<file path="config.mk">
export PLATFORM = sky130hd
export DESIGN_NAME = segment_bar_counter_renderer_unit
export DESIGN_NICKNAME = d
export VERILOG_FILES = /design/src/rtl/sbcr_pkg.sv /design/src/rtl/sbcr_ctrl.sv /design/src/rtl/sbcr_dp.sv /design/src/rtl/segment_bar_counter_renderer_unit.sv
export SDC_FILE = /design/constraint.sdc
export NUM_CORES = 1
export LEC_CHECK = 0
export ABC_AREA = 1
export BUFFER_PORTS_ARGS = -buffer_cell sky130_fd_sc_hd__buf_4
export CAP_MARGIN = 20
export CELL_PAD_IN_SITES_DETAIL_PLACEMENT = 1
export CELL_PAD_IN_SITES_GLOBAL_PLACEMENT = 2
export CORE_MARGIN = 3
export CORE_UTILIZATION = 40
export DETAILED_ROUTE_END_ITERATION = 16
export PLACE_DENSITY = 0.9
export RECOVER_POWER = 50
export SLEW_MARGIN = 0
export SYNTH_ARGS = -nofsm -noshare
export SYNTH_HDL_FRONTEND = slang
export SYNTH_SLANG_ARGS = --single-unit
</file>
<file path="constraint.sdc">
create_clock -name clk -period 8.2 [get_ports clk]
set_clock_uncertainty 0.2 [all_clocks]
set_input_delay 2.05 -clock clk [delete_from_list [all_inputs] [get_ports clk]]
set_output_delay 2.05 -clock clk [all_outputs]
set_load 0.005 [all_outputs]
</file>
<file path="src/rtl/sbcr_pkg.sv">
// Shared types, codes and constants for the segment bar renderer.
`timescale 1ns / 1ps

package sbcr_pkg;

  // Field and register widths
  localparam int STRIP_W    = 10;
  localparam int SEG_CNT_W  = 5;
  localparam int GAP_W      = 4;
  localparam int MODE_W     = 2;
  localparam int WIN_W      = 5;
  localparam int CMD_W      = 2;
  localparam int PIX_W      = 10;
  localparam int RND_W      = 16;
  localparam int SEG_IDX_W  = 4;
  localparam int LEVEL_W    = 5;
  localparam int MASK_W     = 16;
  localparam int CFG_IDX_W  = 3;
  localparam int CFG_DATA_W = 10;

  // Segment limit and divider sizing
  localparam int MAX_SEGMENTS = 16;
  localparam int DIV_BITS     = STRIP_W;
  localparam int DIV_CNT_W    = $clog2(DIV_BITS);

  // Register values after reset
  localparam logic [STRIP_W-1:0]   STRIP_LENGTH_RST  = 10'd60;
  localparam logic [SEG_CNT_W-1:0] SEGMENT_COUNT_RST = 5'd8;
  localparam logic [GAP_W-1:0]     GAP_PIXELS_RST    = 4'd3;
  localparam logic [WIN_W-1:0]     WINDOW_WIDTH_RST  = 5'd2;

  // Request commands
  typedef enum logic [CMD_W-1:0] {
    CMD_STEP  = 2'd0,
    CMD_QUERY = 2'd1,
    CMD_CLEAR = 2'd2
  } cmd_t;

  // Display modes
  typedef enum logic [MODE_W-1:0] {
    MODE_FILL_UP   = 2'd0,
    MODE_FILL_DOWN = 2'd1,
    MODE_RANDOM    = 2'd2,
    MODE_WINDOW    = 2'd3
  } mode_t;

  // Configuration register indexes
  typedef enum logic [CFG_IDX_W-1:0] {
    REG_STRIP_LENGTH  = 3'd0,
    REG_SEGMENT_COUNT = 3'd1,
    REG_GAP_PIXELS    = 3'd2,
    REG_DISPLAY_MODE  = 3'd3,
    REG_WINDOW_WIDTH  = 3'd4
  } reg_idx_t;

  // Controller states
  typedef enum logic [2:0] {
    ST_IDLE,
    ST_PREP,
    ST_DIV,
    ST_WALK,
    ST_DONE
  } state_t;

  // Controller to datapath commands
  typedef struct packed {
    logic load_item;
    logic prep;
    logic div_step;
    logic walk_step;
    logic commit;
  } dp_cmd_t;

  // Datapath to controller status
  typedef struct packed {
    logic beyond;
    logic div_last;
    logic walk_found;
  } dp_sts_t;

endpackage

</file>
<file path="src/rtl/sbcr_ctrl.sv">
// Controller state machine sequencing each request through the datapath.
`timescale 1ns / 1ps

module sbcr_ctrl
  import sbcr_pkg::*;
(
  input  logic             clk,
  input  logic             rst_n,
  input  logic             in_valid,
  output logic             in_ready,
  input  logic [CMD_W-1:0] in_command,
  output logic             out_valid,
  input  logic             out_ready,
  output dp_cmd_t          dp_cmd,
  input  dp_sts_t          dp_sts
);

  state_t state_r, state_nxt;
  logic   out_valid_r, out_valid_nxt;

  // State and output-valid registers
  always_ff @(posedge clk) begin
    if (!rst_n) begin
      state_r     <= ST_IDLE;
      out_valid_r <= 1'b0;
    end else begin
      state_r     <= state_nxt;
      out_valid_r <= out_valid_nxt;
    end
  end

  // Next state and datapath commands
  always_comb begin
    state_nxt = state_r;
    dp_cmd    = '0;
    in_ready  = 1'b0;
    unique case (state_r)
      ST_IDLE: begin
        in_ready = 1'b1;
        if (in_valid) begin
          dp_cmd.load_item = 1'b1;
          state_nxt = (in_command == CMD_QUERY) ? ST_PREP : ST_DONE;
        end
      end
      ST_PREP: begin
        dp_cmd.prep = 1'b1;
        state_nxt = dp_sts.beyond ? ST_DONE : ST_DIV;
      end
      ST_DIV: begin
        dp_cmd.div_step = 1'b1;
        if (dp_sts.div_last) begin
          state_nxt = ST_WALK;
        end
      end
      ST_WALK: begin
        dp_cmd.walk_step = 1'b1;
        if (dp_sts.walk_found) begin
          state_nxt = ST_DONE;
        end
      end
      ST_DONE: begin
        if (!out_valid_r || out_ready) begin
          dp_cmd.commit = 1'b1;
          state_nxt = ST_IDLE;
        end
      end
      default: state_nxt = ST_IDLE;
    endcase
  end

  // The output register fills on commit and empties when the result is taken
  always_comb begin
    if (dp_cmd.commit) begin
      out_valid_nxt = 1'b1;
    end else if (out_ready) begin
      out_valid_nxt = 1'b0;
    end else begin
      out_valid_nxt = out_valid_r;
    end
  end

  assign out_valid = out_valid_r;

endmodule

</file>
<file path="src/rtl/sbcr_dp.sv">
// Datapath: configuration, display state, segment divider, segment walk and result register.
`timescale 1ns / 1ps

module sbcr_dp
  import sbcr_pkg::*;
(
  input  logic                  clk,
  input  logic                  rst_n,
  input  logic                  cfg_we,
  input  logic [CFG_IDX_W-1:0]  cfg_index,
  input  logic [CFG_DATA_W-1:0] cfg_wdata,
  input  logic [CMD_W-1:0]      in_command,
  input  logic [PIX_W-1:0]      in_pixel_index,
  input  logic [RND_W-1:0]      in_random_word,
  output logic                  out_pixel_lit,
  output logic                  out_in_gap,
  output logic [SEG_IDX_W-1:0]  out_segment_index,
  output logic [LEVEL_W-1:0]    out_fill_level,
  output logic                  out_hold_full,
  output logic                  out_new_color,
  input  dp_cmd_t               dp_cmd,
  output dp_sts_t               dp_sts
);

  // Configuration registers
  logic [STRIP_W-1:0]   strip_length_r;
  logic [SEG_CNT_W-1:0] segment_count_r;
  logic [GAP_W-1:0]     gap_pixels_r;
  logic [MODE_W-1:0]    display_mode_r;
  logic [WIN_W-1:0]     window_width_r;

  // Display state
  logic [LEVEL_W-1:0] level_r, level_nxt;
  logic               moving_down_r, moving_down_nxt;
  logic [MASK_W-1:0]  lit_mask_r, lit_mask_nxt;

  // Request held while it is worked on
  logic [CMD_W-1:0] cmd_r;
  logic [PIX_W-1:0] pix_r;
  logic [RND_W-1:0] rnd_r;

  // Divider and walk registers
  logic [STRIP_W-1:0]   quo_r;
  logic [SEG_CNT_W-1:0] rem_r;
  logic [DIV_CNT_W-1:0] div_cnt_r;
  logic [GAP_W-1:0]     gap_eff_r;
  logic [STRIP_W:0]     pos_r;
  logic [SEG_IDX_W-1:0] seg_r;

  // Located pixel
  logic                 res_inseg_r;
  logic                 res_gap_r;
  logic [SEG_IDX_W-1:0] res_seg_r;

  // Result register
  logic                 out_pixel_lit_r;
  logic                 out_in_gap_r;
  logic [SEG_IDX_W-1:0] out_segment_index_r;
  logic [LEVEL_W-1:0]   out_fill_level_r;
  logic                 out_hold_full_r;
  logic                 out_new_color_r;

  // Effective segment count, clamped to one through the maximum
  logic [SEG_CNT_W-1:0] seg_k;
  always_comb begin
    if (segment_count_r == '0) begin
      seg_k = SEG_CNT_W'(1);
    end else if (segment_count_r > SEG_CNT_W'(MAX_SEGMENTS)) begin
      seg_k = SEG_CNT_W'(MAX_SEGMENTS);
    end else begin
      seg_k = segment_count_r;
    end
  end

  // Pixels left for segments once the gaps are taken out
  logic [SEG_IDX_W-1:0]         k_minus_1;
  logic [GAP_W+SEG_IDX_W-1:0]   gap_total;
  logic signed [STRIP_W:0]      avail_s;
  logic                         drop_gaps;
  logic                         beyond;
  assign k_minus_1 = SEG_IDX_W'(seg_k - SEG_CNT_W'(1));
  assign gap_total = gap_pixels_r * k_minus_1;
  assign avail_s   = $signed({1'b0, strip_length_r}) -
                     $signed({{(STRIP_W+1-GAP_W-SEG_IDX_W){1'b0}}, gap_total});
  assign drop_gaps = avail_s < $signed({{(STRIP_W+1-SEG_CNT_W){1'b0}}, seg_k});
  assign beyond    = pix_r >= strip_length_r;

  // One restoring division step per cycle
  logic [SEG_CNT_W:0] div_trial;
  logic               div_bit;
  assign div_trial = {rem_r, quo_r[STRIP_W-1]};
  assign div_bit   = div_trial >= {1'b0, seg_k};

  // Segment walk: length of the current segment and the end of it and its gap
  logic             extra_px;
  logic [STRIP_W:0] seg_len;
  logic [STRIP_W:0] seg_end;
  logic [STRIP_W:0] gap_end;
  logic [STRIP_W:0] pix_ext;
  logic             hit_seg;
  logic             hit_gap;
  logic             last_seg;
  assign extra_px = {1'b0, seg_r} < rem_r;
  assign seg_len  = {1'b0, quo_r} + {{STRIP_W{1'b0}}, extra_px};
  assign seg_end  = pos_r + seg_len;
  assign gap_end  = seg_end + {{(STRIP_W+1-GAP_W){1'b0}}, gap_eff_r};
  assign pix_ext  = {{(STRIP_W+1-PIX_W){1'b0}}, pix_r};
  assign hit_seg  = pix_ext < seg_end;
  assign hit_gap  = !hit_seg && (pix_ext < gap_end);
  assign last_seg = {1'b0, seg_r} == (seg_k - SEG_CNT_W'(1));

  assign dp_sts.beyond     = beyond;
  assign dp_sts.div_last   = div_cnt_r == DIV_CNT_W'(DIV_BITS - 1);
  assign dp_sts.walk_found = hit_seg || hit_gap || last_seg;

  // Lighting rule for the located segment
  logic [SEG_CNT_W:0] seg_plus_level;
  logic [SEG_CNT_W:0] win_end;
  logic               seg_lit;
  assign seg_plus_level = {2'b00, res_seg_r} + {1'b0, level_r};
  assign win_end        = {1'b0, level_r} + {1'b0, window_width_r};
  always_comb begin
    unique case (mode_t'(display_mode_r))
      MODE_FILL_UP:   seg_lit = {1'b0, res_seg_r} < level_r;
      MODE_FILL_DOWN: seg_lit = seg_plus_level >= {1'b0, seg_k};
      MODE_RANDOM:    seg_lit = lit_mask_r[res_seg_r];
      MODE_WINDOW:    seg_lit = ({1'b0, res_seg_r} >= level_r) &&
                                ({2'b00, res_seg_r} < win_end);
      default:        seg_lit = 1'b0;
    endcase
  end

  // Sliding window bounds and the moved position
  logic [WIN_W-1:0]       win_w;
  logic [SEG_CNT_W-1:0]   win_max;
  logic signed [LEVEL_W+1:0] win_pos;
  assign win_w   = (window_width_r > seg_k) ? seg_k : window_width_r;
  assign win_max = seg_k - win_w;
  assign win_pos = moving_down_r ? ($signed({2'b00, level_r}) - 7'sd1)
                                 : ($signed({2'b00, level_r}) + 7'sd1);

  // Next display state and step flags for the held request
  logic hold_flag, fresh_flag;
  always_comb begin
    level_nxt       = level_r;
    moving_down_nxt = moving_down_r;
    lit_mask_nxt    = lit_mask_r;
    hold_flag       = 1'b0;
    fresh_flag      = 1'b0;
    if (cmd_r == CMD_STEP) begin
      unique case (mode_t'(display_mode_r))
        MODE_RANDOM: lit_mask_nxt = rnd_r;
        MODE_WINDOW: begin
          if (win_pos >= $signed({2'b00, win_max})) begin
            level_nxt       = win_max;
            moving_down_nxt = 1'b1;
          end else if (win_pos <= 7'sd0) begin
            level_nxt       = '0;
            moving_down_nxt = 1'b0;
          end else begin
            level_nxt = win_pos[LEVEL_W-1:0];
          end
        end
        MODE_FILL_UP, MODE_FILL_DOWN: begin
          if (level_r >= seg_k) begin
            level_nxt  = '0;
            fresh_flag = 1'b1;
          end else begin
            level_nxt = level_r + LEVEL_W'(1);
            hold_flag = (level_r + LEVEL_W'(1)) >= seg_k;
          end
        end
        default: level_nxt = level_r;
      endcase
    end else if (cmd_r == CMD_CLEAR) begin
      level_nxt       = '0;
      moving_down_nxt = 1'b0;
      lit_mask_nxt    = '0;
    end
  end

  // Configuration registers
  always_ff @(posedge clk) begin
    if (!rst_n) begin
      strip_length_r  <= STRIP_LENGTH_RST;
      segment_count_r <= SEGMENT_COUNT_RST;
      gap_pixels_r    <= GAP_PIXELS_RST;
      display_mode_r  <= MODE_FILL_UP;
      window_width_r  <= WINDOW_WIDTH_RST;
    end else if (cfg_we) begin
      case (cfg_index)
        REG_STRIP_LENGTH:  strip_length_r  <= cfg_wdata[STRIP_W-1:0];
        REG_SEGMENT_COUNT: segment_count_r <= cfg_wdata[SEG_CNT_W-1:0];
        REG_GAP_PIXELS:    gap_pixels_r    <= cfg_wdata[GAP_W-1:0];
        REG_DISPLAY_MODE:  display_mode_r  <= cfg_wdata[MODE_W-1:0];
        REG_WINDOW_WIDTH:  window_width_r  <= cfg_wdata[WIN_W-1:0];
        default: ;
      endcase
    end
  end

  // Display state, updated when a request completes
  always_ff @(posedge clk) begin
    if (!rst_n) begin
      level_r       <= '0;
      moving_down_r <= 1'b0;
      lit_mask_r    <= '0;
    end else if (dp_cmd.commit) begin
      level_r       <= level_nxt;
      moving_down_r <= moving_down_nxt;
      lit_mask_r    <= lit_mask_nxt;
    end
  end

  // Request capture, divider, walk and located pixel
  always_ff @(posedge clk) begin
    if (dp_cmd.load_item) begin
      cmd_r <= in_command;
      pix_r <= in_pixel_index;
      rnd_r <= in_random_word;
    end
    if (dp_cmd.prep) begin
      quo_r       <= drop_gaps ? strip_length_r : avail_s[STRIP_W-1:0];
      gap_eff_r   <= drop_gaps ? '0 : gap_pixels_r;
      rem_r       <= '0;
      div_cnt_r   <= '0;
      pos_r       <= '0;
      seg_r       <= '0;
      res_inseg_r <= 1'b0;
      res_gap_r   <= 1'b0;
      res_seg_r   <= '0;
    end
    if (dp_cmd.div_step) begin
      rem_r     <= div_bit ? SEG_CNT_W'(div_trial - {1'b0, seg_k})
                           : div_trial[SEG_CNT_W-1:0];
      quo_r     <= {quo_r[STRIP_W-2:0], div_bit};
      div_cnt_r <= div_cnt_r + DIV_CNT_W'(1);
    end
    if (dp_cmd.walk_step) begin
      if (hit_seg || hit_gap) begin
        res_inseg_r <= hit_seg;
        res_gap_r   <= hit_gap;
        res_seg_r   <= seg_r;
      end else begin
        pos_r <= gap_end;
        seg_r <= seg_r + SEG_IDX_W'(1);
      end
    end
  end

  // Result register
  always_ff @(posedge clk) begin
    if (dp_cmd.commit) begin
      out_fill_level_r <= level_nxt;
      out_hold_full_r  <= hold_flag;
      out_new_color_r  <= fresh_flag;
      if (cmd_r == CMD_QUERY) begin
        out_pixel_lit_r     <= res_inseg_r && seg_lit;
        out_in_gap_r        <= res_gap_r;
        out_segment_index_r <= res_seg_r;
      end else begin
        out_pixel_lit_r     <= 1'b0;
        out_in_gap_r        <= 1'b0;
        out_segment_index_r <= '0;
      end
    end
  end

  assign out_pixel_lit     = out_pixel_lit_r;
  assign out_in_gap        = out_in_gap_r;
  assign out_segment_index = out_segment_index_r;
  assign out_fill_level    = out_fill_level_r;
  assign out_hold_full     = out_hold_full_r;
  assign out_new_color     = out_new_color_r;

endmodule

</file>
<file path="src/rtl/segment_bar_counter_renderer_unit.sv">
// Top level of the segment bar renderer: controller and datapath.
`timescale 1ns / 1ps

// Renders a segmented bar on one LED strip and answers one request at a time.
// Step, clear and unknown requests go from acceptance straight to the done
// state. A pixel query passes through a prepare state, a bit-serial division of
// the usable pixel count by the segment count, and a walk over the segments, one
// segment per cycle, until the pixel is found (1 to 16 segments); a pixel beyond
// the strip skips the division and the walk. The next request is accepted once
// the previous one has left the datapath, even while its result still sits in
// the output register; a result waits in the done state until that register is
// free or being emptied. Configuration registers are written through cfg_we,
// cfg_index and cfg_wdata and should only change while the block is idle.
module segment_bar_counter_renderer_unit
  import sbcr_pkg::*;
(
  input  logic                  clk,
  input  logic                  rst_n,
  input  logic                  cfg_we,
  input  logic [CFG_IDX_W-1:0]  cfg_index,
  input  logic [CFG_DATA_W-1:0] cfg_wdata,
  input  logic                  in_valid,
  output logic                  in_ready,
  input  logic [CMD_W-1:0]      in_command,
  input  logic [PIX_W-1:0]      in_pixel_index,
  input  logic [RND_W-1:0]      in_random_word,
  output logic                  out_valid,
  input  logic                  out_ready,
  output logic                  out_pixel_lit,
  output logic                  out_in_gap,
  output logic [SEG_IDX_W-1:0]  out_segment_index,
  output logic [LEVEL_W-1:0]    out_fill_level,
  output logic                  out_hold_full,
  output logic                  out_new_color
);

  dp_cmd_t dp_cmd;
  dp_sts_t dp_sts;

  // Request sequencing
  sbcr_ctrl u_ctrl (
    .clk        (clk),
    .rst_n      (rst_n),
    .in_valid   (in_valid),
    .in_ready   (in_ready),
    .in_command (in_command),
    .out_valid  (out_valid),
    .out_ready  (out_ready),
    .dp_cmd     (dp_cmd),
    .dp_sts     (dp_sts)
  );

  // Registers, divider, segment walk and result
  sbcr_dp u_dp (
    .clk               (clk),
    .rst_n             (rst_n),
    .cfg_we            (cfg_we),
    .cfg_index         (cfg_index),
    .cfg_wdata         (cfg_wdata),
    .in_command        (in_command),
    .in_pixel_index    (in_pixel_index),
    .in_random_word    (in_random_word),
    .out_pixel_lit     (out_pixel_lit),
    .out_in_gap        (out_in_gap),
    .out_segment_index (out_segment_index),
    .out_fill_level    (out_fill_level),
    .out_hold_full     (out_hold_full),
    .out_new_color     (out_new_color),
    .dp_cmd            (dp_cmd),
    .dp_sts            (dp_sts)
  );

endmodule

</file>
# After elaboration in Yosys (flattened, before gate mapping)
# Cells that the tools add are included.
# Widths: inputs -> output; s select.
dict set report op_classes {
  n_addsub 14
  n_lt_le_gt_ge 17
  muxes 62
  n_eq_ne 23
  bitwise_logic 2
  mul 1
  reduce_logical 27
}
# cell count
set op_table {}
lappend op_table {{$mux 5} 11}
lappend op_table {{$mux 16} 3}
lappend op_table {{$mux 11} 3}
lappend op_table {{$mux 4} 8}
lappend op_table {{$mux 10} 3}
lappend op_table {{$mux 1} 23}
lappend op_table {{$lt 10x11->1} 2}
lappend op_table {{$mux 3} 6}
lappend op_table {{$pmux 3 s5} 1}
lappend op_table {{$eq 3x2->1 const B} 4}
lappend op_table {{$ge 6x5->1} 2}
lappend op_table {{$reduce_and 2->1} 6}
lappend op_table {{$add 10x1->11} 1}
lappend op_table {{$add 11x11->11} 1}
lappend op_table {{$add 11x4->11} 1}
lappend op_table {{$lt 11x6->1} 1}
lappend op_table {{$sub 10x8->11} 1}
lappend op_table {{$ge 10x10->1} 1}
lappend op_table {{$ge 5x5->1} 2}
lappend op_table {{$lt 4x5->1} 2}
lappend op_table {{$ne 2x2->1 const B} 5}
lappend op_table {{$pmux 5 s2} 1}
lappend op_table {{$sub 5x5->5} 2}
lappend op_table {{$add 4x1->4 const B} 2}
lappend op_table {{other kinds (37)} 54}
dict set report word_totals {
  reg_bits 137
  out_inout_bits 15
}

# Logic depth before layout (Yosys ltp)
dict set report logic_depth {
  ltp_word 10
  ltp_mapped 33
  ltp_nobuf 33
}

# By module
# Synthesis repeated with hierarchy kept, for this count alone.
dict set report unflattened {
  cells_unflattened 1320
  hier_area_um2 10332.4
}
# mod n_inst cells_each area_per_inst_um2
set modules_own_cells {}
lappend modules_own_cells {sbcr_dp 1 1266 10014.6}
lappend modules_own_cells {sbcr_ctrl 1 54 317.8}

# Worst setup path before layout
# OpenSTA, ideal clock, no wires.
dict set report synth_path {
  path_type {flip-flop to flip-flop}
  from {register u_dp.segment_count_r[2]}
  to {register u_dp.quo_r[3], data pin}
  arrival_time_ns 5.143
  setup_slack_ns 2.603
  setup_ns 0.254
  path_buffers 1
  required_time_ns 7.746
  stages_incl_launch_ff 28
  cell_sequence {dfxtp_1 > nor2_1 > nand3_1 > a21oi_1 > inv_1 > ha_1 > xor2_1 > nor2_1 > fa_1 > ha_1 > fa_1 > inv_1 > ha_1 > nand2_1 > nand2_1 > a31o_2 > xor2_1 > inv_1 > ha_1 > a21oi_1 > nand2_1 > nor2_2 > nand4_4 > nand2_4 > buf_6 > nand2_1 > nand3_1 > nand2_1}
}
dict set report synth_via {
  elab_chain_cells 10
}
# element line
set synth_rtl {}
lappend synth_rtl {{start: declaration} sbcr_dp.sv:27} ;# logic [SEG_CNT_W-1:0] segment_count_r;
lappend synth_rtl {{start signal: assignment} sbcr_dp.sv:193} ;# REG_SEGMENT_COUNT: segment_count_r <= cfg_wdata[SEG_CNT_W-1:0];
lappend synth_rtl {{$gt 5x5->1} sbcr_dp.sv:68} ;# end else if (segment_count_r > SEG_CNT_W'(MAX_SEGMENTS)) begin
lappend synth_rtl {{$mux 5} sbcr_dp.sv:68}
lappend synth_rtl {{$mux 5 *} sbcr_dp.sv:66} ;# if (segment_count_r == '0) begin
lappend synth_rtl {{$sub 5x1->5} sbcr_dp.sv:81} ;# assign k_minus_1 = SEG_IDX_W'(seg_k - SEG_CNT_W'(1));
lappend synth_rtl {{$mul 4x4->8} sbcr_dp.sv:82} ;# assign gap_total = gap_pixels_r * k_minus_1;
lappend synth_rtl {{$sub 10x8->11} sbcr_dp.sv:83} ;# assign avail_s = $signed({1'b0, strip_length_r}) -
lappend synth_rtl {{$lt 11x6->1} sbcr_dp.sv:85} ;# assign drop_gaps = avail_s < $signed({{(STRIP_W+1-SEG_CNT_W){1'b0}}, seg_k});
lappend synth_rtl {{$mux 10 *} sbcr_dp.sv:223} ;# quo_r <= drop_gaps ? strip_length_r : avail_s[STRIP_W-1:0];
lappend synth_rtl {{$mux 10 *} sbcr_dp.sv:222} ;# if (dp_cmd.prep) begin
lappend synth_rtl {{$mux 10 *} sbcr_dp.sv:233} ;# if (dp_cmd.div_step) begin
lappend synth_rtl {{end signal: assignment} sbcr_dp.sv:223}
lappend synth_rtl {{end signal: assignment} sbcr_dp.sv:236} ;# quo_r <= {quo_r[STRIP_W-2:0], div_bit};
lappend synth_rtl {{end: declaration} sbcr_dp.sv:43} ;# logic [STRIP_W-1:0] quo_r;
# Every way passes the cells marked *; elsewhere a longest branch is shown, timed or not. The select of a mux whose other input is x is not followed.
# A chain may end at the register's enable or synchronous reset.

# Final worst setup path
dict set report layout_path {
  from {register u_dp.segment_count_r[2]}
  to {register u_dp.quo_r[4], data pin}
}
# The elaborated chain is that of the path after synthesis.

==> insert_results.sql <==
INSERT INTO impl_metrics (metric_group, metric, value, unit) VALUES
('die', 'overall_die_area', '0.0271', 'mm2'),
('critical_path', 'crit_path_max_incr_delay', '0.51', 'ns'),
('critical_path', 'critPathKind', 'reg -> reg', ''),
('route', 'route.detailed.vias_per_inst', '5.23', ''),
('cells_and_area', 'final_antenna_diode_count', '0', ''),
('critical_path', 'critical_path.slowest_cell', 'sky130_fd_sc_hd__fa_1', ''),
('timing', 'hold-worst-slack', '0.270', 'ns'),
('clock_network', 'clkSlewWorstSetupHoldPaths', '0.07', 'ns'),
('cells_and_area', 'finalNetCount', '1519', ''),
('timing', 'period_share', '0.786', ''),
('worst_hold_path', 'min_path_type', 'reg -> reg', ''),
('yosys', 'netlist_area', '0.0101', 'mm2'),
('die', 'placementRows', '57', ''),
('global_route', 'number_of_global_route_vias_before_repair', '9015', ''),
('route', 'drtIter0Drc', '494', ''),
('place', 'finalWeightedCongestion', '0.852', ''),
('die', 'die_y', '165', 'um'),
('power', 'ir_worst_vdd', '0.000153', 'V'),
('route', 'drt_wl_total', '28.3', 'mm'),
('timing', 'min_period', '6.45', 'ns'),
('critical_path', 'r2r-start', 'u_dp.segment_count_r[2]', ''),
('yosys', 'postSynthNetCount', '1460', ''),
('place', 'dp.final_hpwl', '22.2', 'mm'),
('timing', 'grt_setup_unrepaired', 'no', ''),
('critical_path', 'crit_start', 'u_dp.segment_count_r[2]', ''),
('yosys', 'asyncSetResetFlopFracSynth', '0', ''),
('clock_network', 'cts.path.max_buffers', '2', ''),
('run_status', 'violations', 'max-capacitance violations, max-slew violations', ''),
('die', 'core_area', '0.0245', 'mm2'),
('timing', 'final.setup.tns', '0', 'ns'),
('yosys', 'synth_cell_types', '55', ''),
('cells_and_area', 'layout.cells.most_common', 'sky130_fd_sc_hd__nand2_1', ''),
('route', 'via_count', '8735', ''),
('global_route', 'grt_antenna_before_repair', '0', ''),
('yosys', 'yosys_warnings', '0', ''),
('clock_network', 'cts_made_buffers', '17', ''),
('place', 'dp.cells', '1638', ''),
('critical_path', 'worstSetupEndpointType', 'register', ''),
('clock_network', 'cts_sinks', '137', ''),
('critical_path', 'startpoint_type', 'register', ''),
('place', 'port_buffers', '60', ''),
('yosys', 'area_share_of_the_largest_cell_type_after_synthesis', '0.191', ''),
('timing', 'slew_hr', '-0.0662', ''),
('route', 'detail_route.drc_violations', '0', ''),
('global_route', 'global_route_usage_sum', '0.218', ''),
('critical_path', 'critPathMaxFanout', '14', ''),
('yosys', 'yosys_register_bits', '137', ''),
('yosys', 'synth-main-ff-cell', 'sky130_fd_sc_hd__dfxtp_1', ''),
('cells_and_area', 'mostFrequentLayoutCells', '259 x sky130_fd_sc_hd__nand2_1, 187 x sky130_fd_sc_hd__inv_1, 124 x sky130_fd_sc_hd__ha_1', ''),
('die', 'boundaryPins', '61', ''),
('cells_and_area', 'finish.cell_count_without_fillers', '1670', ''),
('timing', 'tightest_slew', '1.60', 'ns'),
('critical_path', 'timing.critical_path.required', '8.18', 'ns'),
('route', 'ant_nets', '0', ''),
('run', 'drv_cap', '1', ''),
('timing', 'drv_slew', '32', ''),
('cells_and_area', 'area.growth.synth_to_final', '13.4', '%'),
('timing', 'setup-violations-final', '0', ''),
('cells_and_area', 'drive_above_1_share', '0.103', ''),
('critical_path', 'cp_top_family', 'adder cells', ''),
('run_status', 'run_status', 'finished with violations', ''),
('clock_network', 'clockRootBuffer', 'sky130_fd_sc_hd__clkbuf_16', ''),
('worst_hold_path', 'hold_path.startpoint', 'u_dp.lit_mask_r[1]', ''),
('global_route', 'wire_length_of_the_first_global_routing_pass', '46.6', 'mm'),
('timing', 'timing.final.hold_violations', '0', ''),
('clock_network', 'clock_latency_reported_for_the_late_side_of_the_worst_skew_pair', '0.44', 'ns'),
('yosys', 'postSynthCellCount', '1274', ''),
('die', 'start_util', '0.410', ''),
('power', 'leakagePower', '5.37', 'nW'),
('global_route', 'maximum_number_of_pins_on_one_net_before_global_route_repair', '32', ''),
('global_route', 'globalRouteOverflowTotal', '0', '');
==> Yosys cell counts, drive strengths merged, types with 2 or more instances <==
library cell  number
nor3               9
o211ai            12
o22ai              6
edfxtp            64
nor4               3
or2                3
o221ai             3
ha               124
nor2             112
nand2            272
o21bai             6
o31ai              2
clkbuf            13
o21a               6
a21oi             91
a31oi              5
dfxtp             73
nand3b            10
o21ai             79
nand3             98
xor2              29
nand4             12
a21boi             4
buf                9
a21o               3
xnor2              8
fa                16
a211oi             3
inv              192
==> tightest hold or removal path, cell delays in order, from the launching register on <==
cell and delay, ns:
sky130_fd_sc_hd__dfxtp_1 0.31, sky130_fd_sc_hd__nand2_1 0.06, sky130_fd_sc_hd__a21oi_1 0.06
==> cells by family after synthesis <==
group,share of synthesized area
compound gates,0.131
xor+xnor,0.0322
flops,0.336
fa+ha+maj,0.186
buf+inv,0.0843
simple gates,0.230
==> cell type report <==
class / count / area [um2]
inverter: 193 / 729
tap: 324 / 405
clock buffer: 17 / 425
clock inverter: 15 / 199
multi-input combinational: 922 / 5820
sequential: 137 / 3380
fill: 3011 / 13100
timing repair buffer: 62 / 443
==> sequential cells by signal, summed over array words and instances (netlist names), 2 cells and up <==
register,cells
u_dp.pix_r,10
u_dp.window_width_r,5
u_dp.res_seg_r,4
u_dp.lit_mask_r,16
u_dp.cmd_r,2
u_ctrl.state_r,3
u_dp.quo_r,10
u_dp.seg_r,4
u_dp.gap_pixels_r,4
u_dp.out_segment_index,4
u_dp.pos_r,11
u_dp.rem_r,5
u_dp.segment_count_r,5
u_dp.div_cnt_r,4
u_dp.gap_eff_r,4
u_dp.display_mode_r,2
u_dp.strip_length_r,10
u_dp.level_r,5
u_dp.rnd_r,16
u_dp.out_fill_level,5
==> where the power goes <==
group          internal [mW]  switching [mW]
registers              0.911           0.113
clock network          0.416           0.378
logic                  0.686            1.23
total                   2.01            1.72
==> path summary, 6_finish.rpt <==
kind,end,slack [ns],depth (start not counted)
hold reg to reg,u_dp.lit_mask_r[1],0.27,2
setup / recovery,u_dp.quo_r[4],1.75,26
hold / removal,u_dp.lit_mask_r[1],0.27,2
setup reg to reg,u_dp.quo_r[4],1.75,26
==> per-stage QoR <==
stage          utilization  power [mW]  cell area (um2)  worst slack [ns]
2_1_floorplan            -        2.41            10100              2.60
3_3_place_gp         0.441        2.87            10800              2.04
3_5_place_dp         0.441        2.96            10800              1.89
4_1_cts              0.466        3.77            11400              1.82
5_1_grt              0.465        4.07            11400              1.25
6_report             0.465        3.73            11400              1.75
==> layer usage <==
layer  part of all wire  GRT usage  wire, um  up-vias
met5                  0          0         0        -
met4              0.016     0.0560       467        0
met3              0.029     0.0273       835       34
met2               0.50      0.388     14200      135
met1               0.45      0.278     12800     4207
li1                   -          -         -     4359
Power figures use the tool's default switching activity.
